**config.mk**
```make
export PLATFORM = sky130hd
export DESIGN_NAME = linear_interp_resampler
export DESIGN_NICKNAME = d
export VERILOG_FILES = /design/src/rtl/lir_pkg.sv /design/src/rtl/lir_ctrl.sv /design/src/rtl/lir_dp.sv /design/src/rtl/linear_interp_resampler.sv
export SDC_FILE = /design/constraint.sdc
export NUM_CORES = 2
export LEC_CHECK = 0
export CAP_MARGIN = 30
export CORE_ASPECT_RATIO = 0.75
export CORE_MARGIN = 2
export CORE_UTILIZATION = 58
export DETAILED_ROUTE_END_ITERATION = 16
export DONT_BUFFER_PORTS = 1
export GPL_TIMING_DRIVEN = 0
export PLACE_DENSITY = 0.77
export SYNTH_ARGS = -nofsm -noshare
export SYNTH_HDL_FRONTEND = slang
export SYNTH_SLANG_ARGS = --single-unit
```
**constraint.sdc**
```tcl
create_clock -name i_clk -period 19.25 [get_ports i_clk]
set_input_delay 3.85 -clock i_clk [delete_from_list [all_inputs] [get_ports i_clk]]
set_output_delay 3.85 -clock i_clk [all_outputs]
set_load 0.03 [all_outputs]
```
**src/rtl/lir_pkg.sv**
```systemverilog
// Shared types, constants and the Q15 interpolation function of the resampler.
package lir_pkg;

    localparam int PHASE_W      = 38;
    localparam int STEP_W       = 37;
    localparam int FRAC_W       = 15;
    localparam int FRAC_LSB     = 17;
    localparam int CHAN_W       = 2;
    localparam int CFG_IDX_W    = 1;
    localparam int MAX_CHANNELS = 2;

    localparam logic signed [PHASE_W-1:0] ONE_FRAME  = 38'sd4294967296;
    localparam logic [STEP_W-1:0]         STEP_FLOOR = 37'd67108864;
    localparam logic [STEP_W-1:0]         STEP_RESET = 37'd4294967296;
    localparam logic [CHAN_W-1:0]         CHAN_RESET = 2'd2;
    localparam logic [CHAN_W-1:0]         CHAN_STEREO = 2'd2;

    localparam logic [CFG_IDX_W-1:0] CFG_PHASE_STEP    = 1'b0;
    localparam logic [CFG_IDX_W-1:0] CFG_CHANNEL_COUNT = 1'b1;

    localparam logic FUNC_SAMPLE  = 1'b0;
    localparam logic FUNC_RESTART = 1'b1;

    typedef struct packed {
        logic               func;
        logic signed [15:0] sample_ch0;
        logic signed [15:0] sample_ch1;
    } t_in_beat;

    typedef struct packed {
        logic signed [15:0] out_ch0;
        logic signed [15:0] out_ch1;
        logic               last_of_run;
    } t_out_beat;

    typedef enum logic {
        ST_IDLE,
        ST_RUN
    } t_state;

    typedef struct packed {
        logic restart;
        logic prime;
        logic start_run;
        logic emit;
    } t_cmd;

    typedef struct packed {
        logic chan_ok;
        logic have_prev;
        logic phase_neg;
        logic out_free;
        logic last_emit;
    } t_status;

    // y = a + floor((b - a) * f / 2^15), wrapped to 16 bits.
    function automatic logic signed [15:0] lerp_q15(
        input logic signed [15:0] a,
        input logic signed [15:0] b,
        input logic [FRAC_W-1:0]  f
    );
        logic signed [16:0] diff;
        logic signed [32:0] prod;
        logic signed [17:0] q;
        logic signed [17:0] sum;
        diff = {b[15], b} - {a[15], a};
        prod = diff * $signed({1'b0, f});
        q    = 18'(prod >>> FRAC_W);
        sum  = q + 18'(a);
        return sum[15:0];
    endfunction

endpackage

```
**src/rtl/lir_ctrl.sv**
```systemverilog
// Controller of the resampler: accepts frames and sequences the output run.
module lir_ctrl (
    input  logic            i_clk,
    input  logic            i_rst_n,
    input  logic            i_in_valid,
    input  logic            i_in_func,
    output logic            o_in_stall,
    input  lir_pkg::t_status i_status,
    output lir_pkg::t_cmd    o_cmd
);
    import lir_pkg::*;

    t_state r_state;
    t_state n_state;

    always_ff @(posedge i_clk) begin
        if (!i_rst_n) begin
            r_state <= ST_IDLE;
        end else begin
            r_state <= n_state;
        end
    end

    always_comb begin
        n_state    = r_state;
        o_in_stall = 1'b1;
        o_cmd      = '0;
        unique case (r_state)
            ST_IDLE: begin
                o_in_stall = 1'b0;
                if (i_in_valid) begin
                    priority if (i_in_func == FUNC_RESTART) begin
                        o_cmd.restart = 1'b1;
                    end else if (!i_status.chan_ok) begin
                        // Invalid channel count: the frame is dropped untouched.
                    end else if (i_status.have_prev && i_status.phase_neg) begin
                        o_cmd.start_run = 1'b1;
                        n_state         = ST_RUN;
                    end else begin
                        o_cmd.prime = 1'b1;
                    end
                end
            end
            ST_RUN: begin
                if (i_status.out_free) begin
                    o_cmd.emit = 1'b1;
                    if (i_status.last_emit) begin
                        n_state = ST_IDLE;
                    end
                end
            end
            default: n_state = ST_IDLE;
        endcase
    end

endmodule

```
**src/rtl/lir_dp.sv**
```systemverilog
// Datapath of the resampler: configuration, phase, frame store and output register.
module lir_dp #(
    parameter int MAX_CHANNELS = lir_pkg::MAX_CHANNELS
) (
    input  logic                              i_clk,
    input  logic                              i_rst_n,
    input  logic                              i_cfg_wr_en,
    input  logic [lir_pkg::CFG_IDX_W-1:0]     i_cfg_index,
    input  logic [lir_pkg::STEP_W-1:0]        i_cfg_data,
    input  lir_pkg::t_in_beat                 i_in_data,
    input  logic                              i_out_stall,
    output logic                              o_out_valid,
    output lir_pkg::t_out_beat                o_out_data,
    input  lir_pkg::t_cmd                     i_cmd,
    output lir_pkg::t_status                  o_status
);
    import lir_pkg::*;

    logic [STEP_W-1:0]         r_phase_step;
    logic [CHAN_W-1:0]         r_chan_cnt;
    logic signed [15:0]        r_prev0;
    logic signed [15:0]        r_prev1;
    logic signed [15:0]        r_cur0;
    logic signed [15:0]        r_cur1;
    logic                      r_have_prev;
    logic signed [PHASE_W-1:0] r_phase;
    logic                      r_out_valid;
    t_out_beat                 r_out;

    logic [STEP_W-1:0]         step;
    logic signed [PHASE_W-1:0] phase_next;
    logic signed [PHASE_W-1:0] base_back;
    logic signed [PHASE_W-1:0] phase_back;
    logic                      stereo;
    logic [FRAC_W-1:0]         frac;

    assign step       = (r_phase_step < STEP_FLOOR) ? STEP_FLOOR : r_phase_step;
    assign phase_next = r_phase + $signed({1'b0, step});
    assign stereo     = (r_chan_cnt == CHAN_STEREO) && (MAX_CHANNELS >= 2);
    assign frac       = r_phase[FRAC_LSB +: FRAC_W];

    // Move the phase back by one frame, never below minus one frame.
    assign base_back  = (i_cmd.emit ? phase_next : r_phase) - ONE_FRAME;
    assign phase_back = (base_back < -ONE_FRAME) ? -ONE_FRAME : base_back;

    assign o_status.chan_ok   = (r_chan_cnt != '0) && (32'(r_chan_cnt) <= MAX_CHANNELS);
    assign o_status.have_prev = r_have_prev;
    assign o_status.phase_neg = r_phase[PHASE_W-1];
    assign o_status.out_free  = !r_out_valid || !i_out_stall;
    assign o_status.last_emit = !phase_next[PHASE_W-1];

    always_ff @(posedge i_clk) begin
        if (!i_rst_n) begin
            r_phase_step <= STEP_RESET;
            r_chan_cnt   <= CHAN_RESET;
        end else if (i_cfg_wr_en) begin
            unique case (i_cfg_index)
                CFG_PHASE_STEP:    r_phase_step <= i_cfg_data;
                CFG_CHANNEL_COUNT: r_chan_cnt   <= i_cfg_data[CHAN_W-1:0];
                default: ;
            endcase
        end
    end

    always_ff @(posedge i_clk) begin
        if (!i_rst_n) begin
            r_prev0     <= '0;
            r_prev1     <= '0;
            r_have_prev <= 1'b0;
            r_phase     <= '0;
        end else if (i_cmd.restart) begin
            r_prev0     <= '0;
            r_prev1     <= '0;
            r_have_prev <= 1'b0;
            r_phase     <= '0;
        end else if (i_cmd.prime) begin
            r_prev0 <= i_in_data.sample_ch0;
            if (stereo) begin
                r_prev1 <= i_in_data.sample_ch1;
            end
            r_have_prev <= 1'b1;
            r_phase     <= phase_back;
        end else if (i_cmd.emit) begin
            if (o_status.last_emit) begin
                r_prev0 <= r_cur0;
                if (stereo) begin
                    r_prev1 <= r_cur1;
                end
                r_phase <= phase_back;
            end else begin
                r_phase <= phase_next;
            end
        end
    end

    always_ff @(posedge i_clk) begin
        if (i_cmd.start_run) begin
            r_cur0 <= i_in_data.sample_ch0;
            r_cur1 <= i_in_data.sample_ch1;
        end
    end

    always_ff @(posedge i_clk) begin
        if (!i_rst_n) begin
            r_out_valid <= 1'b0;
        end else if (i_cmd.emit) begin
            r_out_valid <= 1'b1;
        end else if (!i_out_stall) begin
            r_out_valid <= 1'b0;
        end
    end

    always_ff @(posedge i_clk) begin
        if (i_cmd.emit) begin
            r_out.out_ch0     <= lerp_q15(r_prev0, r_cur0, frac);
            r_out.out_ch1     <= stereo ? lerp_q15(r_prev1, r_cur1, frac) : 16'sd0;
            r_out.last_of_run <= o_status.last_emit;
        end
    end

    assign o_out_valid = r_out_valid;
    assign o_out_data  = r_out;

endmodule

```
**src/rtl/linear_interp_resampler.sv**
```systemverilog
// Top level of the linear-interpolation sample-rate converter.
//
// Input frames arrive on the in channel (valid/stall); func selects a sample
// frame or a restart. Each sample frame yields zero or more interpolated
// output frames on the out channel, the final one of a run marked by
// last_of_run. The configuration port writes phase_step (index 0) and
// channel_count (index 1); the user must write them only while the block
// is idle: the block itself does not enforce it. A frame that produces N
// outputs is stored, then the run emits one interpolated output per cycle,
// while the receiver does not stall, into the output register. N is at most
// 64 and is set by the phase step. Restarts, priming frames and other frames
// that produce no output end without a run. The output register lets the
// next frame be accepted while the last output of a run still waits.
// When the receiver stalls, the run pauses with the output held steady.
// Reset clears the phase, the stored previous frame and the output valid
// flag and restores phase_step to one frame and channel_count to two.
module linear_interp_resampler #(
    parameter int MAX_CHANNELS = lir_pkg::MAX_CHANNELS
) (
    input  logic                          i_clk,
    input  logic                          i_rst_n,
    input  logic                          i_in_valid,
    output logic                          o_in_stall,
    input  lir_pkg::t_in_beat             i_in_data,
    output logic                          o_out_valid,
    input  logic                          i_out_stall,
    output lir_pkg::t_out_beat            o_out_data,
    input  logic                          i_cfg_wr_en,
    input  logic [lir_pkg::CFG_IDX_W-1:0] i_cfg_index,
    input  logic [lir_pkg::STEP_W-1:0]    i_cfg_data
);
    import lir_pkg::*;

    t_cmd    cmd;
    t_status status;

    lir_ctrl u_ctrl (
        .i_clk      (i_clk),
        .i_rst_n    (i_rst_n),
        .i_in_valid (i_in_valid),
        .i_in_func  (i_in_data.func),
        .o_in_stall (o_in_stall),
        .i_status   (status),
        .o_cmd      (cmd)
    );

    lir_dp #(
        .MAX_CHANNELS (MAX_CHANNELS)
    ) u_dp (
        .i_clk       (i_clk),
        .i_rst_n     (i_rst_n),
        .i_cfg_wr_en (i_cfg_wr_en),
        .i_cfg_index (i_cfg_index),
        .i_cfg_data  (i_cfg_data),
        .i_in_data   (i_in_data),
        .i_out_stall (i_out_stall),
        .o_out_valid (o_out_valid),
        .o_out_data  (o_out_data),
        .i_cmd       (cmd),
        .o_status    (status)
    );

endmodule
```
# Word level (Yosys, flattened, before mapping)
# Cells that the tools add are included.
[totals]
ff_bits = 177
wordCells = 75
[op_classes]
n_addsub = 6
multipliers = 2
magnitude_cmp = 3
n_eq_ne = 3
n_mux = 32
n_bitwise = 3
reduce_logical = 13
[ops]
columns = ["operator", "n"]
rows = [
  ["$mux 38", 5],
  ["$mux 16", 8],
  ["$mul 17x16->31", 2],
  ["$add 38x38->38", 1],
  ["$lt 38x33->1 const B", 1],
  ["$sub 38x34->38 const B", 1],
  ["$lt 37x27->1 const B", 1],
  ["$mux 37", 1],
  ["$sub 16x16->17", 2],
  ["$add 16x16->16", 2],
  ["$mux 1", 13],
  ["$mux 3", 2],
  ["$reduce_and 2->1", 3],
  ["$mux 2", 2],
  ["$reduce_bool 2->1", 2],
  ["$logic_not 1->1", 3],
  ["$not 1->1", 3],
  ["$reduce_and 3->1", 1],
  ["$eq 2x2->1 const B", 1],
  ["$le 2x2->1 const B", 1],
  ["$logic_and 1x1->1", 2],
  ["$ne 2x1->1 const B", 1],
  ["$ne 2x2->1 const B", 1],
  ["$pmux 1 s2", 1],
  ["other kinds (2)", 2],
]

# Logic depth before layout (Yosys ltp)
[logic_depth]
ltp_word = 11
ltp_mapped = 45
ltp_nobuf = 45

# Modules after synthesis
# From an unflattened synthesis, not the netlist that was laid out.
[hier_totals]
cells_unflattened = 3375
hier_area_um2 = 30201.5
[by_module_without_submodules]
columns = ["module", "n_inst", "cells_per_inst", "area_each_um2", "seq_area_each_um2"]
rows = [
  ["lir_dp", 1, 3364, 30096.4, 4174.0],
  ["lir_ctrl", 1, 11, 105.1, 20.0],
]

# Worst setup path before layout
# OpenSTA, ideal clock, no wires.
[synth_path]
path_type = "register to register"
startpoint = "reg u_dp.r_cur1[2]"
endpoint = "reg u_dp.r_out, in the netlist u_dp.o_out_data[16], data pin"
arrival_time_ns = 9.494
t_required_ns = 18.995
slack_ns = 9.501
stages_incl_launch_ff = 42
path_buffers = 1
period_less_slack_ns = 9.749
cell_sequence = "edfxtp_1 > ha_1 > nor2b_1 > o21ai_0 > a21oi_1 > o41ai_1 > o21bai_1 > a21oi_1 > o21bai_1 > a21oi_1 > xnor2_1 > clkbuf_1 > nand2_1 > fa_1 > fa_1 > fa_1 > inv_1 > fa_1 > (+6 left out) > nand2_1 > o21ai_0 > a21boi_0 > o21ai_0 > nand2b_1 > a21o_1 > a21oi_1 > xnor2_1 > ha_1 > a21o_1 > a2111oi_0 > nor2_1 > a211o_1 > a31o_2 > a21oi_1 > xnor3_1 > xor2_1 > and2_1"
[synth_between]
elab_chain_len = 3
[synth_rtl]
columns = ["element", "line_no", "text"]
rows = [
  ["start: declaration", "lir_dp.sv:24", "logic signed [15:0] r_cur1;"],
  ["start signal: assignment", "lir_dp.sv:99", "r_cur1 <= i_in_data.sample_ch1;"],
  ["$sub 16x16->17", "lir_pkg.sv:66", "diff = {b[15], b} - {a[15], a};"],
  ["$mul 17x16->31", "lir_pkg.sv:67", "prod = diff * $signed({1'b0, f});"],
  ["$add 16x16->16", "lir_pkg.sv:69", "sum = q + 18'(a);"],
  ["end: declaration", "lir_dp.sv:28", "t_out_beat r_out;"],
]
# No other way between the ends.
# A chain may end at the register's enable or synchronous reset.

# Final worst setup path
[layout_path]
startpoint = "reg u_dp.r_prev1[1]"
endpoint = "reg u_dp.r_out, in the netlist u_dp.o_out_data[16], data pin"
[layout_between]
elab_chain_len = 3
[layout_rtl]
columns = ["element", "line_no", "text"]
rows = [
  ["start: declaration", "lir_dp.sv:22", "logic signed [15:0] r_prev1;"],
  ["start signal: assignment", "lir_dp.sv:79", "r_prev1 <= i_in_data.sample_ch1;"],
  ["start signal: assignment", "lir_dp.sv:87", "r_prev1 <= r_cur1;"],
  ["$sub 16x16->17", "lir_pkg.sv:66", ""],
  ["$mul 17x16->31", "lir_pkg.sv:67", ""],
  ["$add 16x16->16 (*)", "lir_pkg.sv:69", ""],
]
# Every way passes the cells marked *; elsewhere a longest branch is shown, timed or not.

==> impl_summary.log <==
INFO  metric rsz0062_at_grt = no
INFO  metric worst_ep_arrival_time = 12.25 ns
INFO  metric drt-vias-per-instance = 5.843
INFO  metric timing.fmax = 83.29 MHz
INFO  metric netlist.top_cell.by_area = sky130_fd_sc_hd__fa_1
INFO  metric critical_path.max_stage_delay = 0.69 ns
INFO  metric routed_wirelength = 86020 microns
INFO  metric yosys.area_share.xor_xnor = 3.967%
INFO  metric start_util = 58.59%
INFO  metric post_route_cells_drive_above_1_share = 2.520%
INFO  metric design.portCount = 111
INFO  metric route.antenna.remaining_nets = 0
INFO  metric clock_tree.buffer_depth = 2
INFO  metric placement.io_buffers = 0
INFO  metric fp.dieW = 271.1 microns
INFO  metric gr-total-overflow = 0
INFO  metric floorplan.rows = 73
INFO  metric layout.nets = 4393
INFO  metric total_leakage_power = 15.85 nW
INFO  metric synth.net_count = 4366
INFO  metric cts_made_buffers = 17
INFO  metric min_path_type = flip-flop to flip-flop
INFO  metric compound_cell_area_share_of_the_yosys_netlist = 12.00%
INFO  metric critical_path.startpoint_type = flip-flop
INFO  metric muxShareOfSynthArea = 0.4838%
INFO  metric grt_max_degree = 33
INFO  metric crit_start = u_dp.r_prev1[1]$_SDFFE_PP0P_
INFO  metric worst_setup_path_end_kind = flip-flop
INFO  metric grt_pass1_wl = 136800 microns
INFO  metric clkTransAtPathRegs = 0.08 ns
INFO  metric cp_slowest_cell = sky130_fd_sc_hd__xor2_1
INFO  metric cp_max_fo = 10
INFO  metric max-vdd-ir-drop = 0.08491 mV
INFO  metric timing.hold.worst.start = u_dp.r_phase_step[20]$_SDFFE_PN0P_
INFO  metric worst_r2r_startpoint = u_dp.r_prev1[1]$_SDFFE_PP0P_
INFO  metric finish.cell_count_without_fillers = 4286
INFO  metric routedWlPerCell = 20.07 microns
INFO  metric setup-tns-final = 0 ns
INFO  metric ctsHoldBuffers = 0
INFO  metric critical_path.most_common_cell = sky130_fd_sc_hd__ha_1
INFO  metric finalClockSkew = 0.01818 ns
INFO  metric synth_adder_area_share = 42.58%
INFO  metric worst_slew_pin_slew = 1.066 ns
INFO  metric placement.setup.worst_slack = 7.556 ns
INFO  metric crit_type = flip-flop to flip-flop
INFO  metric power_density_normalized_to_cell_area = 29.24 nW/um^2
INFO  metric numClockSinks = 177
INFO  metric place.detailed.instances = 4250
INFO  metric post_cts_repair_setup_buffers = 0
INFO  metric fp.coreArea = 52980 sq um
INFO  metric drtIter0Drc = 2870
INFO  metric maxSlewHeadroom = 28.44%
INFO  metric synthFlopType = sky130_fd_sc_hd__dfxtp_1
INFO  metric synth_edf_count = 65
INFO  metric postLayoutCoreUtil = 61.59%
INFO  metric instance_count_of_the_mapped_netlist = 3532
INFO  metric basic_gate_share_of_the_synthesized_area_counting_and_or_nand_and_nor_cells = 17.14%
INFO  metric fin_crit_sh = 62.37%
INFO  metric drt_first_pass_iters = 6
INFO  metric max_cap_violations = 0
INFO  metric htree_num_levels = 4
INFO  metric period_minus_slack = 12.01 ns
INFO  metric setup_viol = 0
INFO  metric outcome = completed
INFO  metric fp.dieArea = 55400 sq um
INFO  metric postSynth.asyncResetShare = 0%
INFO  metric synth_top_area_share = 32.06%
INFO  metric timing.final.hold_violations = 0
INFO  metric groute.usage.overall = 32.14%
INFO  metric synth.top_cells.by_area = sky130_fd_sc_hd__fa_1 (32%), sky130_fd_sc_hd__ha_1 (11%), sky130_fd_sc_hd__inv_1 (7.9%)
INFO  metric area_overhead_of_the_layout_relative_to_synthesis = 5.136%
INFO  metric drt_drc_violations_left = 0
INFO  metric postLayoutSetupSlackWorst = 7.244 ns
INFO  metric tritoncts = built
INFO  metric final_design_area_no_fill = 32630 sq um
INFO  metric placed_wire_length_estimate_after_detailed_placement = 70570 microns
INFO  metric fin_hold_ws = 0.4582 ns
INFO  metric syn_area_cell = 8.787 sq um
INFO  metric cts.root.buffer_cell = sky130_fd_sc_hd__clkbuf_16
INFO  metric placed_area = 31990 sq um
INFO  metric dominant_combinational_cell_family_by_area_after_synthesis = adder cells
INFO  metric yosys.cell_types.count = 85
INFO  metric grt_pass1_vias = 24380
INFO  metric worst_ep_required = 19.50 ns
INFO  metric yosysWarnings = 0
INFO  metric gp_routability_congestion = 0.9908
INFO  metric grt_antenna_before_repair = 0
INFO  metric fin_total_pwr = 954.0 uW
INFO  metric postCtsResizedCells = 0
INFO  metric syn_area = 31040 sq um
INFO  metric yosysSeqAreaShare = 13.51%
INFO  metric dr_total_vias = 25040
INFO  metric clkLatencyLatePin = 0.49 ns
INFO  metric final_max_slew_viol_count = 0
INFO  metric die_h = 204.3 microns
INFO  metric yosys_register_bits = 177
==> metal layers <==
metal	routed length (microns)	share of wire [%]	global-route usage [%]
met1	37570	44	47.24
met2	35860	42	46.77
met3	10510	12	9.222
met4	2071	2.4	7.790
met5	0	0	0
==> placed cells by master (no fill, tap or decap), drive strengths merged, types with 17 or more instances in the layout <==
cell / n
clkbuf: 191
and3: 55
a211oi: 61
nor3: 31
ha: 261
a22o: 21
o211ai: 31
a311oi: 17
o311ai: 25
dfxtp: 112
a21oi: 122
xor2: 40
nor2: 97
a21o: 42
o21ai: 59
edfxtp: 65
nor2b: 51
inv: 661
xnor2: 98
nand3: 86
a21boi: 46
fa: 497
buf: 20
nand2: 442
and2: 208
nand2b: 26
==> flip-flops by register name, indices dropped and copies added (netlist names) <==
register and count:
u_ctrl.r_state 1, u_dp.r_phase 38, u_dp.r_have_prev 1, u_dp.o_out_data 33, u_dp.o_out_valid 1, u_dp.r_chan_cnt 2
u_dp.r_cur1 16, u_dp.r_cur0 16, u_dp.r_prev0 16, u_dp.r_phase_step 37, u_dp.r_prev1 16
==> worst max-delay path, delay by kind of cell (launching register included) <==
kind / cells / cell delay [ns]
xor+xnor: 4 / 1.73
flops: 1 / 0.47
compound gates: 17 / 4.18
fa+ha+maj: 9 / 3.45
simple gates: 7 / 1.12
buf+inv: 5 / 0.82
==> final timing paths <==
path | end | depth (start not counted) | slack, ns
worst max-delay path | u_dp.o_out_data[16]$_SDFFCE_PN0P_ | 42 | 7.24
worst min-delay path | u_dp.r_phase_step[20]$_SDFFE_PN0P_ | 2 | 0.46
worst max register to register | u_dp.o_out_data[16]$_SDFFCE_PN0P_ | 42 | 7.24
worst min register to register | u_dp.r_phase_step[20]$_SDFFE_PN0P_ | 2 | 0.46
==> cell usage after synthesis (6+ instances only) <==
| cell | count |
|---|---|
| sky130_fd_sc_hd__a211oi_1 | 58 |
| sky130_fd_sc_hd__o311ai_0 | 25 |
| sky130_fd_sc_hd__nor2b_1 | 51 |
| sky130_fd_sc_hd__fa_1 | 497 |
| sky130_fd_sc_hd__nor3_1 | 31 |
| sky130_fd_sc_hd__nand2_1 | 441 |
| sky130_fd_sc_hd__inv_1 | 654 |
| sky130_fd_sc_hd__o211ai_1 | 31 |
| sky130_fd_sc_hd__a311oi_1 | 17 |
| sky130_fd_sc_hd__nand2b_1 | 26 |
| sky130_fd_sc_hd__buf_2 | 6 |
| sky130_fd_sc_hd__nor2_1 | 97 |
| sky130_fd_sc_hd__xor2_1 | 40 |
| sky130_fd_sc_hd__o21ai_0 | 56 |
| sky130_fd_sc_hd__o21bai_1 | 13 |
| sky130_fd_sc_hd__or2_2 | 9 |
| sky130_fd_sc_hd__a22o_1 | 21 |
| sky130_fd_sc_hd__o31ai_1 | 6 |
| sky130_fd_sc_hd__and3_1 | 52 |
| sky130_fd_sc_hd__and3b_1 | 9 |
| sky130_fd_sc_hd__nand4_1 | 11 |
| sky130_fd_sc_hd__o21a_1 | 15 |
| sky130_fd_sc_hd__mux2i_1 | 15 |
| sky130_fd_sc_hd__nor4_1 | 7 |
| sky130_fd_sc_hd__dfxtp_1 | 112 |
| sky130_fd_sc_hd__xnor2_1 | 98 |
| sky130_fd_sc_hd__nand3_1 | 85 |
| sky130_fd_sc_hd__nand3b_1 | 9 |
| sky130_fd_sc_hd__ha_1 | 261 |
| sky130_fd_sc_hd__a21oi_1 | 122 |
| sky130_fd_sc_hd__o2111ai_1 | 7 |
| sky130_fd_sc_hd__a31oi_1 | 10 |
| sky130_fd_sc_hd__a21o_1 | 40 |
| sky130_fd_sc_hd__a31o_2 | 9 |
| sky130_fd_sc_hd__a211o_1 | 7 |
| sky130_fd_sc_hd__nor3b_1 | 13 |
| sky130_fd_sc_hd__and2_1 | 206 |
| sky130_fd_sc_hd__a21boi_0 | 44 |
| sky130_fd_sc_hd__buf_1 | 6 |
| sky130_fd_sc_hd__clkbuf_1 | 172 |
| sky130_fd_sc_hd__edfxtp_1 | 65 |
==> cell families (layout without fill, tap and decap cells) <==
family / after synthesis / in the layout
buf+inv: 844 / 884
fa+ha+maj: 758 / 758
compound gates: 528 / 528
mux: 15 / 15
other cells: 0 / 2
flops: 177 / 177
xor+xnor: 139 / 139
simple gates: 1071 / 1071
==> cell type report <==
class                      count  area (sq um)
timing repair buffer           8         83.83
clock inverter                14         162.7
tap                          712         890.9
fill                        4593         20350
clock buffer                  18         450.4
inverter                     656          2462
sequential                   177          4194
antenna                        2         5.005
multi-input combinational   2511         23640
buffer                       188         740.7
==> where the power goes <==
group / total, mW / leakage [nW] / switching [mW] / internal [mW]
clock: 0.358 / 0.300 / 0.177 / 0.181
combinational: 0.191 / 14.0 / 0.137 / 0.0536
sequential: 0.405 / 1.53 / 0.00833 / 0.396
total: 0.954 / 15.8 / 0.323 / 0.631
(Power assumes the default switching activity.)
